===== src/hdl/ttb_pkg.sv =====
// Shared types and constants for the triangle tangent/binormal block.
// No dependencies; imported by every module of the block.
package ttb_pkg;

  localparam int POS_BITS   = 32;
  localparam int UV_BITS    = 16;
  localparam int DW         = POS_BITS + 1;
  localparam int UW         = UV_BITS + 1;
  localparam int PW         = DW + UW;
  localparam int ACC_W      = 64;
  localparam int LIM_BITS   = 38;
  localparam int NORM_BITS  = 30;
  localparam int Q_BITS     = 15;
  localparam int OUT_W      = 16;
  localparam int JOBQ_DEPTH = 2;

  typedef struct packed {
    logic signed [POS_BITS-1:0] pos_x;
    logic signed [POS_BITS-1:0] pos_y;
    logic signed [POS_BITS-1:0] pos_z;
    logic signed [UV_BITS-1:0]  tex_u;
    logic signed [UV_BITS-1:0]  tex_v;
  } in_word_t;

  typedef struct packed {
    logic signed [OUT_W-1:0] tangent_x;
    logic signed [OUT_W-1:0] tangent_y;
    logic signed [OUT_W-1:0] tangent_z;
    logic signed [OUT_W-1:0] binormal_x;
    logic signed [OUT_W-1:0] binormal_y;
    logic signed [OUT_W-1:0] binormal_z;
    logic                    tangent_zero;
    logic                    binormal_zero;
  } out_word_t;

  typedef struct packed {
    logic [2:0][DW-1:0] dp1;
    logic [2:0][DW-1:0] dp2;
    logic [UW-1:0]      du1;
    logic [UW-1:0]      dv1;
    logic [UW-1:0]      du2;
    logic [UW-1:0]      dv2;
  } job_t;

  typedef struct packed {
    logic full;
    logic empty;
  } jobq_stat_t;

endpackage


===== src/hdl/ttb_jobq.sv =====
// Short job queue between front and back ends.
// Depends on ttb_pkg.
module ttb_jobq
  import ttb_pkg::*;
(
  input  logic       clk,
  input  logic       rst_n,
  input  logic       push,
  input  job_t       push_job,
  input  logic       pop,
  output job_t       pop_job,
  output jobq_stat_t stat
);

  localparam int PTR_W = (JOBQ_DEPTH > 1) ? $clog2(JOBQ_DEPTH) : 1;
  localparam int CNT_W = $clog2(JOBQ_DEPTH + 1);

  job_t             mem_r [JOBQ_DEPTH];
  logic [PTR_W-1:0] wr_r, rd_r;
  logic [CNT_W-1:0] cnt_r;
  logic             do_push, do_pop;

  assign stat.full  = (cnt_r == CNT_W'(JOBQ_DEPTH));
  assign stat.empty = (cnt_r == '0);
  assign do_push    = push && !stat.full;
  assign do_pop     = pop && !stat.empty;
  assign pop_job    = mem_r[rd_r];

  always_ff @(posedge clk) begin
    if (do_push) mem_r[wr_r] <= push_job;
  end

  always_ff @(posedge clk) begin
    if (!rst_n) begin
      wr_r  <= '0;
      rd_r  <= '0;
      cnt_r <= '0;
    end else begin
      if (do_push) wr_r <= (wr_r == PTR_W'(JOBQ_DEPTH - 1)) ? '0 : wr_r + 1'b1;
      if (do_pop)  rd_r <= (rd_r == PTR_W'(JOBQ_DEPTH - 1)) ? '0 : rd_r + 1'b1;
      if (do_push && !do_pop)      cnt_r <= cnt_r + 1'b1;
      else if (do_pop && !do_push) cnt_r <= cnt_r - 1'b1;
    end
  end

endmodule


===== config.mk =====
export PLATFORM = sky130hd
export DESIGN_NAME = ttb_jobq
export DESIGN_NICKNAME = d
export VERILOG_FILES = /design/src/hdl/ttb_pkg.sv /design/src/hdl/ttb_jobq.sv
export SDC_FILE = /design/constraint.sdc
export NUM_CORES = 1
export LEC_CHECK = 0
export BUFFER_PORTS_ARGS = -buffer_cell sky130_fd_sc_hd__buf_2
export CAP_MARGIN = 0
export CORE_AREA = 4 4 210 212
export CTS_CLUSTER_SIZE = 28
export DETAILED_ROUTE_END_ITERATION = 12
export DIE_AREA = 0 0 214 216
export HOLD_SLACK_MARGIN = 0.05
export PLACE_DENSITY_LB_ADDON = 0.1
export SYNTH_ARGS = -nofsm -noshare
export SYNTH_HDL_FRONTEND = slang
export SYNTH_SLANG_ARGS = --single-unit

===== constraint.sdc =====
create_clock -name clk -period 18.8 [get_ports clk]
set_input_delay 3.76 -clock clk [delete_from_list [all_inputs] [get_ports clk]]
set_output_delay 3.76 -clock clk [all_outputs]
set_load 0.03 [all_outputs]

==> flow_metrics.tcl <==
set metrics [dict create \
    status "completed" \
    groute.layer.met2.usage_pct 33.19 \
    drv_slew 0 \
    p_sw_share_pct 32.32 \
    critical_path_arrival_ns 3.40 \
    drive_above_1_share_pct 60.78 \
    cts_tree "yes" \
    fin_setup_tns_ns 0 \
    clkLatencyLatePin_ns 0.58 \
    start_util_pct 48.83 \
    dieArea_sq_um 46220 \
    peakVddDrop_mv 0.1516 \
    synth_compound_area_share_pct 0.1588 \
    cp-end-kind "output port" \
    via_per_inst 5.025 \
    wl_um 47150 \
    grt_pass1_wl_um 68280 \
    cts_sinks 537 \
    synth-simple-area-share_pct 0.2688 \
    wire_per_inst_um 23.38 \
    clkTransAtPathRegs_ns 0.06 \
    yosysWarnings 0 \
    p_comb_share_pct 32.1 \
    drt_iter0_drc 724 \
    hold_path_class "reg2reg" \
    pre_cts_slack_ns 12.01 \
    grt_max_degree 149 \
    synthFlopType "edfxtp_1" \
    syn2layout_area_growth_pct 23.68 \
    layout_setup_ws_ns 11.64 \
    min_period_ns 7.163 \
    instances_no_fill 2017 \
    place_area_sq_um 23580 \
    grtUsageTotal_pct 19.75 \
    path_cells "buf_12 -> buf_4 -> mux2_2 -> buf_2" \
    place_inst 1910 \
    power_frac_clock_pct 27.2 \
    finish.net_count 1698 \
    die_x_um 214 \
    synthMuxAreaShare_pct 19.02 \
    fp.dieH_um 216 \
    setup_viol 0 \
    synthCells 853 \
    worst_pin_slew_ns 1.463 \
    gp_congestion 0.8118 \
    overflow 0 \
    p_total_uw 3836 \
    core_area_sq_um 41950 \
    postLayoutCellArea_sq_um 25330 \
    synth_top_cell_by_area "edfxtp_1" \
    worstPathRequired_ns 15.04 \
    h-tree-depth 2 \
    drt_pass1_iterations 4 \
    rsz0062_at_grt "false" \
    synth_fa_ha_area_share_pct 0.06109 \
    cp-start-kind "flop" \
    ys_seq_area_share_pct 78.49 \
    num_vias 10140 \
    ys_seq_elements 537 \
    drc 0 \
    leakage_uw 0.009891 \
    hpwl_um 32720 \
    power_switching_uw 1240 \
    synth_common_cells "edfxtp_1, mux2_4, mux2_2, buf_6, buf_8" \
    max_cap_viol_count 0 \
    r2r_setup_slack_ns 15.71 \
    num_rows 75 \
    postCtsSetupBuffers 0 \
    hold_viol_final 0 \
    path_class "reg2out" \
    met1_usage_pct 23.76 \
    grtUsageMet3_pct 7.004 \
    grt.busiest_layer "met2" \
    p_int_uw 2596 \
    grt_pass1_vias 10550 \
    synthMostInstantiatedCell "edfxtp_1" \
    async_flop_share_pct 0 \
    synth_top_family_by_area "multiplexers" \
    cts_resized 0 \
    synth_edf_count 532 \
    cts_root_buf "clkbuf_16" \
    period_share_pct 38.10 \
    slowest_delay_ns 0.77 \
    cts_hold_buffers 0 \
    syn_area_sq_um 20480 \
    synth_xor_area_share_pct 0.1283 \
    fin_skew_ns 0.009259 \
    synth.avg_cell_area_sq_um 24.01 \
    critical_path.slowest_cell "dfxtp_4" \
    ys_types 23 \
    path_max_fanout 148 \
    synth_top_area_share_pct 78.00 \
    max_freq_mhz 139.6 \
    ioPinCount 538 \
    pwr_density_cell_nw_per_um2 151.4 \
    slew_headroom_pct 2.480 \
    antenna_found_initial 18 \
    antenna_left 0 \
    nFillCells 3061 \
    synth_nets 1124 \
    synthTopCellsByArea "edfxtp_1, mux2_4, mux2_2" \
    portBuffers 537 \
    cts_made_buffers 54 \
    power.share.sequential_pct 40.7 \
    clk_path_buf_depth 3 \
]
-- stage by stage --
stage	util, %	hold slack, ns
after global placement	56.21	0.4989
final	60.39	0.5237
after floorplan	-	0.4833
after CTS	60.32	0.5306
after global routing	60.37	0.5545
after detailed placement	56.21	0.5221
-- registers in the layout, indices dropped and copies added, names as in the netlist, named ones only --
| signal | cells |
|---|---|
| rd_r | 1 |
| cnt_r | 2 |
| wr_r | 1 |
| mem_r | 532 |
-- cell families (layout without fill, tap and decap cells) --
group           count (synthesis)  after routing
simple gates                    9              9
mux                           266            266
xor+xnor                        3              3
other cells                     0             12
fa+ha+maj                       1              1
buf+inv                        32            645
flops                         537            537
compound gates                  5              5
-- metal layers --
metal / part of all wire (%) / routed length (um)
met2: 50 / 23750
met3: 8.6 / 4041
met4: 3.2 / 1514
met1: 38 / 17760
met5: 0.17 / 80
-- cell usage in the layout, fill, tap and decap left out --
master,n
nand2b_1,1
clkbuf_16,57
ha_1,1
buf_12,1
o21ai_1,1
o21a_1,1
dfxtp_4,1
xor2_1,1
and2_1,3
o21ai_0,1
or3_1,1
a21boi_1,1
nor3_4,1
and3_4,1
inv_1,2
clkinv_1,5
diode_2,12
clkinv_2,9
buf_4,10
edfxtp_1,532
mux2_2,26
xnor2_1,2
dfxtp_1,4
clkbuf_1,16
mux2_4,240
nor2_1,2
bufinv_16,5
a21boi_0,1
clkinvlp_4,3
buf_2,537
-- power by group through the flow --
| stage | combinational, uW | sequential [uW] | clock (uW) |
|---|---|---|---|
| 6_report | 1230 | 1560 | 1040 |
| 5_1_grt | 1290 | 1580 | 1120 |
| 4_1_cts | 1250 | 1560 | 1070 |
| 3_3_place_gp | 1240 | 1580 | 0 |
| 2_1_floorplan | 958 | 1620 | 0 |
| 3_5_place_dp | 1240 | 1590 | 0 |
-- cell type report --
cell class / count / area, sq um / share of cell area [%]
sequential: 537 / 16080 / 63.48
multi-input combinational: 284 / 4034 / 15.92
timing repair buffer: 548 / 2783 / 10.99
clock buffer: 73 / 1486 / 5.868
tap: 539 / 674.4 / 2.662
clock inverter: 22 / 236.5 / 0.9336
antenna: 12 / 30.03 / 0.1185
inverter: 2 / 7.507 / 0.02964
-- final timing paths --
check                              from                      end  depth (start not counted)
hold / removal    cnt_r[1]$_SDFFE_PN0P_    cnt_r[1]$_SDFFE_PN0P_                          2
setup / recovery                   flop             pop_job[248]                          4
hold reg to reg   cnt_r[1]$_SDFFE_PN0P_    cnt_r[1]$_SDFFE_PN0P_                          2
setup reg to reg  cnt_r[0]$_SDFFE_PN0P_  mem_r[0][102]$_DFFE_PP_                          5
-- worst max-delay path: cells and delay by family (launching register included) --
kind | cells | cell delay [ns]
flops | 1 | 0.77
buf+inv | 3 | 1.55
mux | 1 | 0.42
Note: power is estimated with default switching activity, not from simulation.
