==> src/hdl/ttb_pkg.sv <==
// Shared types and constants for the triangle tangent/binormal block.
// No dependencies; imported by every module of the block.
package ttb_pkg;

  localparam int POS_BITS   = 32;
  localparam int UV_BITS    = 16;
  localparam int DW         = POS_BITS + 1;
  localparam int UW         = UV_BITS + 1;
  localparam int PW         = DW + UW;
  localparam int ACC_W      = 64;
  localparam int LIM_BITS   = 38;
  localparam int NORM_BITS  = 30;
  localparam int Q_BITS     = 15;
  localparam int OUT_W      = 16;
  localparam int JOBQ_DEPTH = 2;

  typedef struct packed {
    logic signed [POS_BITS-1:0] pos_x;
    logic signed [POS_BITS-1:0] pos_y;
    logic signed [POS_BITS-1:0] pos_z;
    logic signed [UV_BITS-1:0]  tex_u;
    logic signed [UV_BITS-1:0]  tex_v;
  } in_word_t;

  typedef struct packed {
    logic signed [OUT_W-1:0] tangent_x;
    logic signed [OUT_W-1:0] tangent_y;
    logic signed [OUT_W-1:0] tangent_z;
    logic signed [OUT_W-1:0] binormal_x;
    logic signed [OUT_W-1:0] binormal_y;
    logic signed [OUT_W-1:0] binormal_z;
    logic                    tangent_zero;
    logic                    binormal_zero;
  } out_word_t;

  typedef struct packed {
    logic [2:0][DW-1:0] dp1;
    logic [2:0][DW-1:0] dp2;
    logic [UW-1:0]      du1;
    logic [UW-1:0]      dv1;
    logic [UW-1:0]      du2;
    logic [UW-1:0]      dv2;
  } job_t;

  typedef struct packed {
    logic full;
    logic empty;
  } jobq_stat_t;

endpackage

==> src/hdl/ttb_front.sv <==
// Front end: holds the first two corners and forms the deltas on the third.
// Depends on ttb_pkg.
module ttb_front
  import ttb_pkg::*;
(
  input  logic       clk,
  input  logic       rst_n,
  input  logic       push,
  output logic       full,
  input  in_word_t   in_word,
  input  jobq_stat_t q_stat,
  output logic       job_push,
  output job_t       job
);

  localparam logic [1:0] CORNER_A = 2'd0;
  localparam logic [1:0] CORNER_B = 2'd1;
  localparam logic [1:0] CORNER_C = 2'd2;

  logic [1:0]                 corner_r;
  logic signed [POS_BITS-1:0] pos0_r [3];
  logic signed [POS_BITS-1:0] pos1_r [3];
  logic signed [UV_BITS-1:0]  uv0_r  [2];
  logic signed [UV_BITS-1:0]  uv1_r  [2];
  logic signed [POS_BITS-1:0] cur    [3];
  logic                       accept;

  assign cur[0]   = in_word.pos_x;
  assign cur[1]   = in_word.pos_y;
  assign cur[2]   = in_word.pos_z;
  assign full     = (corner_r == CORNER_C) && q_stat.full;
  assign accept   = push && !full;
  assign job_push = accept && (corner_r == CORNER_C);

  always_comb begin
    for (int k = 0; k < 3; k++) begin
      job.dp1[k] = DW'(pos1_r[k]) - DW'(pos0_r[k]);
      job.dp2[k] = DW'(cur[k]) - DW'(pos0_r[k]);
    end
    job.du1 = UW'(uv1_r[0]) - UW'(uv0_r[0]);
    job.dv1 = UW'(uv1_r[1]) - UW'(uv0_r[1]);
    job.du2 = UW'(in_word.tex_u) - UW'(uv0_r[0]);
    job.dv2 = UW'(in_word.tex_v) - UW'(uv0_r[1]);
  end

  always_ff @(posedge clk) begin
    if (!rst_n) begin
      corner_r <= CORNER_A;
    end else if (accept) begin
      case (corner_r)
        CORNER_B: begin
          for (int k = 0; k < 3; k++) pos1_r[k] <= cur[k];
          uv1_r[0] <= in_word.tex_u;
          uv1_r[1] <= in_word.tex_v;
          corner_r <= CORNER_C;
        end
        CORNER_C: begin
          corner_r <= CORNER_A;
        end
        default: begin
          for (int k = 0; k < 3; k++) pos0_r[k] <= cur[k];
          uv0_r[0] <= in_word.tex_u;
          uv0_r[1] <= in_word.tex_v;
          corner_r <= CORNER_B;
        end
      endcase
    end
  end

endmodule

==> config.mk <==
export PLATFORM = sky130hd
export DESIGN_NAME = ttb_front
export DESIGN_NICKNAME = d
export VERILOG_FILES = /design/src/hdl/ttb_pkg.sv /design/src/hdl/ttb_front.sv
export SDC_FILE = /design/constraint.sdc
export NUM_CORES = 1
export LEC_CHECK = 0
export BUFFER_PORTS_ARGS = -buffer_cell sky130_fd_sc_hd__buf_4
export CAP_MARGIN = 30
export CORE_UTILIZATION = 45
export CTS_CLUSTER_SIZE = 40
export DETAILED_ROUTE_END_ITERATION = 8
export PLACE_DENSITY = 0.75
export SYNTH_ARGS = -nofsm -noshare
export SYNTH_HDL_FRONTEND = slang
export SYNTH_SLANG_ARGS = --single-unit
==> constraint.sdc <==
create_clock -name clk -period 15.6 [get_ports clk]
set_input_delay 3.12 -clock clk [delete_from_list [all_inputs] [get_ports clk]]
set_output_delay 3.12 -clock clk [all_outputs]
set_load 0.01 [all_outputs]
==> run metrics, run 1 <==
outcome=completed; HP Start=corner_r[0]$_SDFFE_PN0P_; Post-Syn Area=20700 um2; Worst Path Buf+Inv=3; Main synth FF type=edfxtp_1; worst-margin pin slew=0.744 ns; fin. max-slew vios=0; Fin Clk Skew=0.00854 ns; Ys Warns=0; CTS Hold Buffers Added=0; Nets=just under 3k; Slew headroom=49.1%; hold-critical path depth=4; Seq. cell area=7730 um2; Syn Inst Count=2179; site row count=roughly 80; r2r setup slk=12.11 ns; post-CTS sizing=0; gr ovfl total=0; Min-Delay Path Class=register to register; Setup Viol. Count Final=0; Clock Tree Root=clkbuf_16; clk_lat worst skew=approximately 0.56 ns; critical path class=input port to output port; post-CTS setup buffer count=0; crit-path cells=buf_4 > inv_1 > ha_1 > fa_1 > nand2b_1 > a21oi_1 > o41ai_2 > o31a_1 > o211ai_1 > a211oi_1 > o31ai_1 > a2111oi_0 > a21o_1 > buf_4; initial core utilization=45.7%; number of global-route vias before repair=16.9k; Worst path slowest cell=fa_1; synthesis-stage register bit count=258; cell mode on critical path=buf_4; critical path fanouts, max=3; Final Power=around 2.3 mW; Crit path depth=14; Worst VDD drop=approximately 72 uV; Ports=401; Critical Path Max Stage Delay=about 0.40 ns; routed wire length=roughly 56 mm; reg-to-reg critical path endpoint=pos1_r[0][95]$_DFFE_PP_; Core ar.=45400 um2; H-tree levels=1; required time at the worst-slack endpoint=12.48 ns; fmax=around 110 MHz; Final Hold Fails=0; leakage=~11 nW; post-DR vias/cell=roughly 5.5; multi-input logic area=12100 um2; CTS tree=done; Critical Path End Type=output port; Post-route DRC=0; post-synth cell types=70; RSZ-0062 raised after global routing=false; GPL Wtd Cong=0.962; critical path arrival=6.13 ns; Power Density=89.4 nW/um2; Post-Syn Nets=2581; Post-Syn Area per Cell=around 9.5 um2; CTS Buf Count=28; Clock transition at path regs=0.06 ns; Tcrit/Tclk final=59.3%; Async SR Flop Fraction=0%; worst-case reg-to-reg path depth=7; Post-DP HPWL=45.2 mm; max cap viols=0; R2R Path Start=corner_r[0]$_SDFFE_PN0P_; first-pass GRT wire length=86.5 mm; post-route cell area=25400 um2; largest net degree at the start of global routing=51; port bufs=399; Post-Route Setup TNS=0 ns; 1st-iter DRT viols=1092; clock sink count=258; Die X=217 um; commonest non-fill, non-tap cell in the layout=buf_4; sequential fraction of the synthesis area=37.3%; element type at the critical path start=input port; WL per Instance=17.5 um; DR pass1 iterations=5; DP Area=24400 um2; Top delay family on crit path=compound AO/OA/AOI/OAI gates; initial antenna violation count=8; layout cells sized above 1=between 10% and 20%; Worst Hold End=corner_r[0]$_SDFFE_PN0P_; Fillers=3889; Via Count=roughly 18k; Antenna Nets Post-Route=0; area grow syn2layout=22.5%; CTS max path bufs=3; crit path time final=9.25 ns; commonest cells after routing, fill and taps aside=403 x buf_4, 259 x ha_1, 256 x edfxtp_1, 220 x inv_1, 187 x a21oi_1; die area=46900 um2; global-route usage over all layers=22.9%; Post-synth EDFFs=256; Die H=around 220 um
[where the power goes]
group | internal (mW) | switching (mW)
Clock | 0.422 | 0.276
Combinational | 0.350 | 0.423
Sequential | 0.794 | 0.00739
[area by class of cell]
type                    instances  area share [%]
diodes                          6          0.0591
clock buffers                  35            2.95
clock inverters                16           0.828
inverters                     220            3.25
multi-input cells            1670            47.5
flip-flops and latches        258            30.4
well taps                     600            2.96
repair buffers                404            12.0
[cells by family (layout without fill, tap and decap cells)]
family / Yosys count / count (layout) / share of synthesized area, %
other cells: 0 / 6 / 0
simple gates: 551 / 551 / 12.8
fa+ha+maj: 269 / 269 / 16.6
compound gates: 655 / 655 / 20.5
mux: 1 / 1 / 0.0483
flops: 258 / 258 / 37.3
buf+inv: 251 / 675 / 4.54
xor+xnor: 194 / 194 / 8.20
[cells in the mapped netlist, types with 26 or more instances]
| library cell | number | area (um2) |
|---|---|---|
| a21boi_0 | 27 | 203 |
| a21o_1 | 84 | 631 |
| a21oi_1 | 187 | 936 |
| a31oi_1 | 26 | 163 |
| clkbuf_1 | 30 | 113 |
| edfxtp_1 | 256 | 7690 |
| ha_1 | 259 | 3240 |
| inv_1 | 220 | 826 |
| nand2_1 | 126 | 473 |
| nand2b_1 | 36 | 225 |
| nand3_1 | 51 | 255 |
| nor2_1 | 166 | 623 |
| nor2b_1 | 47 | 294 |
| nor3_1 | 34 | 170 |
| o21a_1 | 39 | 293 |
| o21ai_0 | 129 | 646 |
| xnor2_1 | 140 | 1230 |
| xor2_1 | 54 | 473 |
[worst max path at each step]
stage	start	end
after floorplan	in_word[32]	job[162]
after global placement	in_word[64]	job[133]
after detailed placement	in_word[64]	job[133]
after CTS	in_word[64]	job[133]
after global routing	in_word[64]	job[133]
final	in_word[64]	job[133]
[worst reg2reg max path, stage by stage, from the launching register on]
cell and delay (ns):
dfxtp_1 0.36, inv_1 0.07, ha_1 0.21, and2_1 0.15, nor2b_1 0.33, and3_4 0.55
buf_4 0.67, buf_4 0.71
[layer usage]
metal,up-vias,share of wire [%],global-route usage [%]
met4,4,4.1,9.86
met3,125,6.5,4.27
met1,8292,42,28.0
met2,567,48,39.2
li1,8799,-,-
met5,-,0.055,0
[sequential cells by signal, summed over array words and instances, names as in the netlist]
register  cells
corner_r      2
pos1_r       96
uv0_r        32
pos0_r       96
uv1_r        32
[stage by stage]
stage / setup slack [ns] / std cells / util, % / hold slack, ns
final: 6.35 / 3209 / 56.0 / 0.664
after global routing: 6.10 / 3208 / 56.0 / 0.734
after CTS: 6.35 / 3203 / 55.9 / 0.657
after detailed placement: 6.38 / 3152 / 53.8 / 0.649
after global placement: 6.39 / 3151 / 53.8 / 0.624
after floorplan: 6.73 / 2179 / - / 0.601
Power figures use the tool's default switching activity.
==> run 2, diff against run 1 <==
==> constraint.sdc (replaced) <==
create_clock -name clk -period 9.3 [get_ports clk]
set_input_delay 1.86 -clock clk [delete_from_list [all_inputs] [get_ports clk]]
set_output_delay 1.86 -clock clk [all_outputs]
set_load 0.01 [all_outputs]
==> run 2 against run 1 <==
Effect of this change: combinational power is 67% higher; via count rose by 0.38%; cell count about the same; non-clock buffer count unchanged; clock skew hardly changed; first-iteration DRC count is 6.3% higher; total power increased by 64%; sequential share of layout area increased by 0.11 points; sequential cell count is the same; clock power rose by 53%; clock-buffer cell count increased by 2; global-route usage hardly changed; critical path type unchanged; highest routed layer unchanged.
==> run metrics, run 2 (synthesis gave the netlist of run 1 again) <==
Worst path slowest cell=o31ai_1; max cap viols=0 (unchanged); DR pass1 iterations=6 (+1); Fin Clk Skew=0.00875 ns (+0.000214 ns); post-CTS sizing=0 (unchanged); leakage=11.3 nW (-0.42%); critical path fanouts, max=3 (unchanged); R2R Path Start=corner_r[0]$_SDFFE_PN0P_; post-DR vias/cell=5.57 (+0.44%); worst-case reg-to-reg path depth=7 (unchanged); met1 usage in global routing=27.8% (-0.18 points); Clock Tree Root=clkbuf_16; met2 Use GR=39.5% (+0.30 points); hold-critical path depth=3 (-1); first-pass GRT wire length=86.6 mm (+0.11%); Post-Route Setup TNS=0 ns (unchanged); H-tree levels=1 (unchanged); Cell Count, Final, Fillers Out=3207 (-0.062%); GPL Wtd Cong=0.964 (+0.22%); M3 GR Usage=3.79% (-0.48 points); gr ovfl total=0 (unchanged); clock share of power=28.9% (-1.8 points); clock sink count=258 (unchanged); fin. max-slew vios=0 (unchanged); worst-margin pin slew=0.719 ns (-0.0255 ns); global-route usage over all layers=22.8% (-0.035 points); crit-path cells=buf_4 > inv_1 > ha_1 > fa_1 > nand2b_1 > a21oi_1 > o41ai_2 > o31a_1 > o211ai_1 > a211oi_1 > o31ai_1 > a2111oi_0 > a21o_1 > buf_4; crit path time final=6.81 ns; Top Registers=pos0_r: 96 flops, pos1_r: 96 flops; CTS Hold Buffers Added=0 (unchanged); commonest non-fill, non-tap cell in the layout=buf_4; area grow syn2layout=22.1%; Die X=217 um (unchanged); commonest cells after routing, fill and taps aside=403 x buf_4, 259 x ha_1, 256 x edfxtp_1, 220 x inv_1, 187 x a21oi_1; Post-DP HPWL=45.3 mm (+0.25%); required time at the worst-slack endpoint=7.44 ns (-5.04 ns); Worst VDD drop=122 uV (+70%); Slew headroom=50.8% (+1.7 points); CTS max path bufs=3 (unchanged); Power Density=147 nW/um2 (+64%); Nets=2984 (unchanged); port bufs=399 (unchanged); Die H=217 um (unchanged); Via Count=17.9k (+0.38%); cell mode on critical path=buf_4; initial antenna violation count=5 (-3); post-CTS setup buffer count=0 (unchanged); initial core utilization=45.7% (unchanged); reg-to-reg critical path endpoint=uv0_r[0][1]$_DFFE_PP_; CTS Buf Count=28 (unchanged); Worst Hold End=corner_r[0]$_SDFFE_PN0P_; r2r setup slk=5.74 ns (-6.37 ns); Post-Place Cells=3152 (unchanged); Antenna Nets Post-Route=0 (unchanged); Min-Delay Path Class=register to register; Ports=401 (unchanged); Gate power share=34.9% (+0.9 points); die area=46900 um2 (unchanged); Core Util, Final=55.8% (-0.19 points); site row count=78 (unchanged); largest net degree at the start of global routing=51 (unchanged); Core ar.=45400 um2 (unchanged); Critical Path End Type=output port; gr busiest metal=met2; routed wire length=56.0 mm (-0.21%); Tcrit/Tclk final=73.2%; WL per Instance=17.5 um (-0.15%); Int Pwr=2.54 mW (+62%); layout cells sized above 1=17.7% (-0.19 points); 1st-iter DRT viols=1161 (+6.3%); Critical Path Max Stage Delay=0.45 ns (+0.05 ns); HP Start=corner_r[1]$_SDFFE_PN0P_; fmax=147 MHz; outcome=completed; critical path class=input port to output port; RSZ-0062 raised after global routing=false; Final Hold Fails=0 (unchanged); Setup Viol. Count Final=0 (unchanged); critical path arrival=4.95 ns (-1.18 ns); Clock transition at path regs=0.06 ns (about the same); register share of total power=36.2% (+0.9 points); number of global-route vias before repair=17.1k (+0.90%); clk_lat worst skew=0.56 ns (about the same); Sw Ratio=31.6% (+0.51 points); Post-route DRC=0 (unchanged); element type at the critical path start=input port; switching power total=1.17 mW (+66%); CTS tree=done; Final Power=3.71 mW (+64%)
run 2: changes by cell type in the layout (fill, tap and decap cells not counted), sizes merged:
cell	change
clkbuf	+2
clkinvlp	+1
inv	-1
bufinv	-3
diode	-2
clkinv	+1
run 2: worst max-delay path by stage:
stage / from / slack [ns] / endpoint / cells after the start
after floorplan: in_word[32] / 2.95 / job[162] / 12
after global placement: in_word[64] / 2.60 / job[133] / 14
after detailed placement: in_word[64] / 2.56 / job[133] / 14
after CTS: in_word[64] / 2.50 / job[133] / 14
after global routing: in_word[64] / 2.17 / job[133] / 14
final: in_word[64] / 2.49 / job[133] / 14
run 2: critical path: cells and delay by family:
family	cells	cell delay [ns]
fa+ha+maj	2	0.62
simple gates	1	0.18
buf+inv	3	0.27
compound gates	8	2.01
run 2: power groups by stage:
stage	sequential [mW]	clock [mW]	combinational, mW
floorplan	1.37	0	0.735
global placement	1.37	0	1.25
detailed placement	1.37	0	1.28
CTS	1.35	1.09	1.29
global route	1.35	1.13	1.40
finish	1.34	1.07	1.29
run 2: final cells by class:
class	instances	area, um2
Multi-Input combinational cell	1670	12100
Clock inverter	14	120
Tap cell	600	751
Fill cell	3937	20100
Sequential cell	258	7730
Clock buffer	37	756
Inverter	220	826
Antenna cell	4	10.0
Timing Repair Buffer	404	3050
run 2: per-layer routing:
layer	vias to the layer above	wire, um
met5	-	26
li1	8781	-
met2	629	26700
met1	8297	23000
met4	4	2560
met3	144	3700
run 2: per-stage QoR:
stage          setup WS [ns]  hold WS (ns)  area, um2
4_1_cts                 2.50         0.686      25300
3_3_place_gp            2.60         0.623      24400
2_1_floorplan           2.95         0.601      20700
6_report                2.49         0.688      25300
5_1_grt                 2.17         0.772      25300
3_5_place_dp            2.56         0.669      24400
==> run 3, diff against run 2 <==
==> constraint.sdc (replaced) <==
create_clock -name clk -period 6.37 [get_ports clk]
set_input_delay 1.274 -clock clk [delete_from_list [all_inputs] [get_ports clk]]
set_output_delay 1.274 -clock clk [all_outputs]
set_load 0.01 [all_outputs]
==> run 3 against run 2 <==
Effect of this change: hold slack lost 0.035 ns; first-iteration DRC count shrank 2.1%; worst setup slack lost 1.7 ns; routed wire length grew 1.2%; global-route usage grew 0.16 points; non-clock buffer count grew 1; clock-buffer cell count shrank 5; total power grew 48%; largest power group unchanged; cell count is the same.
==> run metrics, run 3 (synthesis gave the netlist of run 1 again) <==
Via Count=17.9k (+0.19%); CTS tree=done; element type at the critical path start=input port; max cap viols=0 (unchanged); Min-Delay Path Class=register to register; switching power total=1.74 mW (+48%); H-tree levels=1 (unchanged); Hold Slack=0.653 ns (-0.0352 ns); reg-to-reg critical path endpoint=pos1_r[0][14]$_DFFE_PP_; dpl ws=0.787 ns (-1.78 ns); fmax=between 150 and 200 MHz; RSZ-0062 raised after global routing=false; largest net degree at the start of global routing=63 (+24%); clock share of power=29.7% (+0.8 points); layout cells sized above 1=18.0% (+0.22 points); R2R Path Start=corner_r[0]$_SDFFE_PN0P_; Final Power=5.49 mW (+48%); DR pass1 iterations=5 (-1); port bufs=399 (unchanged); worst-margin pin slew=0.853 ns (+0.134 ns); r2r setup slk=3.38 ns (-2.36 ns); fin. max-slew vios=0 (unchanged); Gate power share=34.5% (-0.4 points); global-route usage over all layers=23.0% (+0.16 points); clock sink count=258 (unchanged); multi-input logic area=12100 um2 (unchanged); number of global-route vias before repair=17.3k (+1.3%); worst-case reg-to-reg path depth=6 (-1); Nets=2986 (+0.067%); required time at the worst-slack endpoint=5.10 ns (-2.34 ns); Int Pwr=3.75 mW (+48%); Clock Tree Root=clkbuf_16; Seq. cell area=7730 um2 (unchanged); GPL Wtd Cong=0.964 (about the same); Post-DP HPWL=45.7 mm (+0.78%); clk_lat worst skew=0.58 ns (+0.02 ns); Setup Viol. Count Final=0 (unchanged); critical path arrival=4.31 ns (-0.64 ns); initial antenna violation count=5 (unchanged); first-pass GRT wire length=87.0 mm (+0.43%); routed wire length=56.7 mm (+1.2%); Core Util, Final=55.9% (+0.099 points); CTS Buf Count=29 (+3.6%); register share of total power=35.7% (-0.5 points); Critical Path End Type=output port; Fin Clk Skew=0.0284 ns (+0.0196 ns); 1st-iter DRT viols=1137 (-2.1%); Fillers=3946 (+0.23%); Antenna Nets Post-Route=0 (unchanged); Top Registers=pos0_r: 96 flops, pos1_r: 96 flops; Ports=401 (unchanged); gr ovfl total=0 (unchanged); Slew headroom=43.2% (-7.7 points); leakage=11.4 nW (+0.30%); post-CTS sizing=0 (unchanged); commonest non-fill, non-tap cell in the layout=buf_4; Clock transition at path regs=0.06 ns (about the same); initial core utilization=45.7% (unchanged); Die H=217 um (unchanged); Worst VDD drop=201 uV (+65%); Worst Hold End=corner_r[0]$_SDFFE_PN0P_; CTS Hold Buffers Added=0 (unchanged); site row count=78 (unchanged); crit path time final=approximately 5.6 ns; WL per Instance=17.7 um (+1.2%); Post-Route Setup TNS=0 ns (unchanged); PnR worst setup slack=0.784 ns (-1.71 ns); Sw Ratio=31.7% (+0.098 points); outcome=completed; critical path fanouts, max=3 (unchanged); die area=46900 um2 (unchanged); Post-route DRC=0 (unchanged); Power Density=217 nW/um2 (+48%); CTS max path bufs=3 (unchanged); Core ar.=45400 um2 (unchanged); Tcrit/Tclk final=87.7%; hold-critical path depth=4 (+1); area grow syn2layout=22.3%; HP Start=corner_r[0]$_SDFFE_PN0P_; critical path class=input port to output port; Die X=217 um (unchanged); post-CTS setup buffer count=0 (unchanged); Final Hold Fails=0 (unchanged); post-DR vias/cell=5.58 (+0.19%); commonest cells after routing, fill and taps aside=404 x buf_4, 259 x ha_1, 256 x edfxtp_1, 220 x inv_1, 187 x a21oi_1
==> run 3: cell type report <==
| class | count | area share (%) |
|---|---|---|
| clock inverter | 19 | 0.706 |
| multi-input combinational | 1670 | 47.6 |
| tap | 600 | 2.96 |
| sequential | 258 | 30.5 |
| clock buffer | 32 | 2.91 |
| timing repair buffer | 405 | 12.1 |
| inverter | 220 | 3.26 |
| antenna | 3 | 0.0296 |
==> run 3: power by group through the flow <==
stage	Clock, mW	Combinational (mW)	Sequential (mW)
3_3_place_gp	0	1.83	2.00
2_1_floorplan	0	1.07	2.00
6_report	1.63	1.89	1.96
3_5_place_dp	0	1.87	2.00
4_1_cts	1.67	1.88	1.96
5_1_grt	1.72	2.05	1.97
==> run 3: routing by layer <==
layer,vias up,wire length [um],part of all wire [%],GRT usage [%]
met1,8373,23400,41,27.8
met2,587,27500,48,40.3
met4,4,2230,3.9,9.62
li1,8784,-,-,-
met3,141,3520,6.2,3.90
met5,-,31,0.055,0
==> run 3: worst max path at each step <==
stage                      startpoint                endpoint
final                     in_word[64]                job[133]
after global routing      in_word[64]                job[133]
after CTS                 in_word[64]                job[133]
after detailed placement  in_word[64]                job[133]
after global placement    in_word[64]                job[133]
after floorplan             q_stat[1]  pos0_r[0][0]$_DFFE_PP_
==> run 3: worst max-delay path, stage by stage <==
cell,delay [ns]
buf_4,0.09
inv_1,0.04
ha_1,0.22
fa_1,0.39
nand2b_1,0.19
a21oi_1,0.23
o41ai_2,0.16
o31a_1,0.30
o211ai_1,0.34
a211oi_1,0.17
o31ai_1,0.42
a2111oi_0,0.17
a21o_1,0.18
buf_4,0.13
==> run 3: through the flow <==
step | cells | cell area, um2
floorplan | 2179 | 20700
global placement | 3152 | 24400
detailed placement | 3152 | 24400
CTS | 3203 | 25300
global route | 3207 | 25400
finish | 3207 | 25400
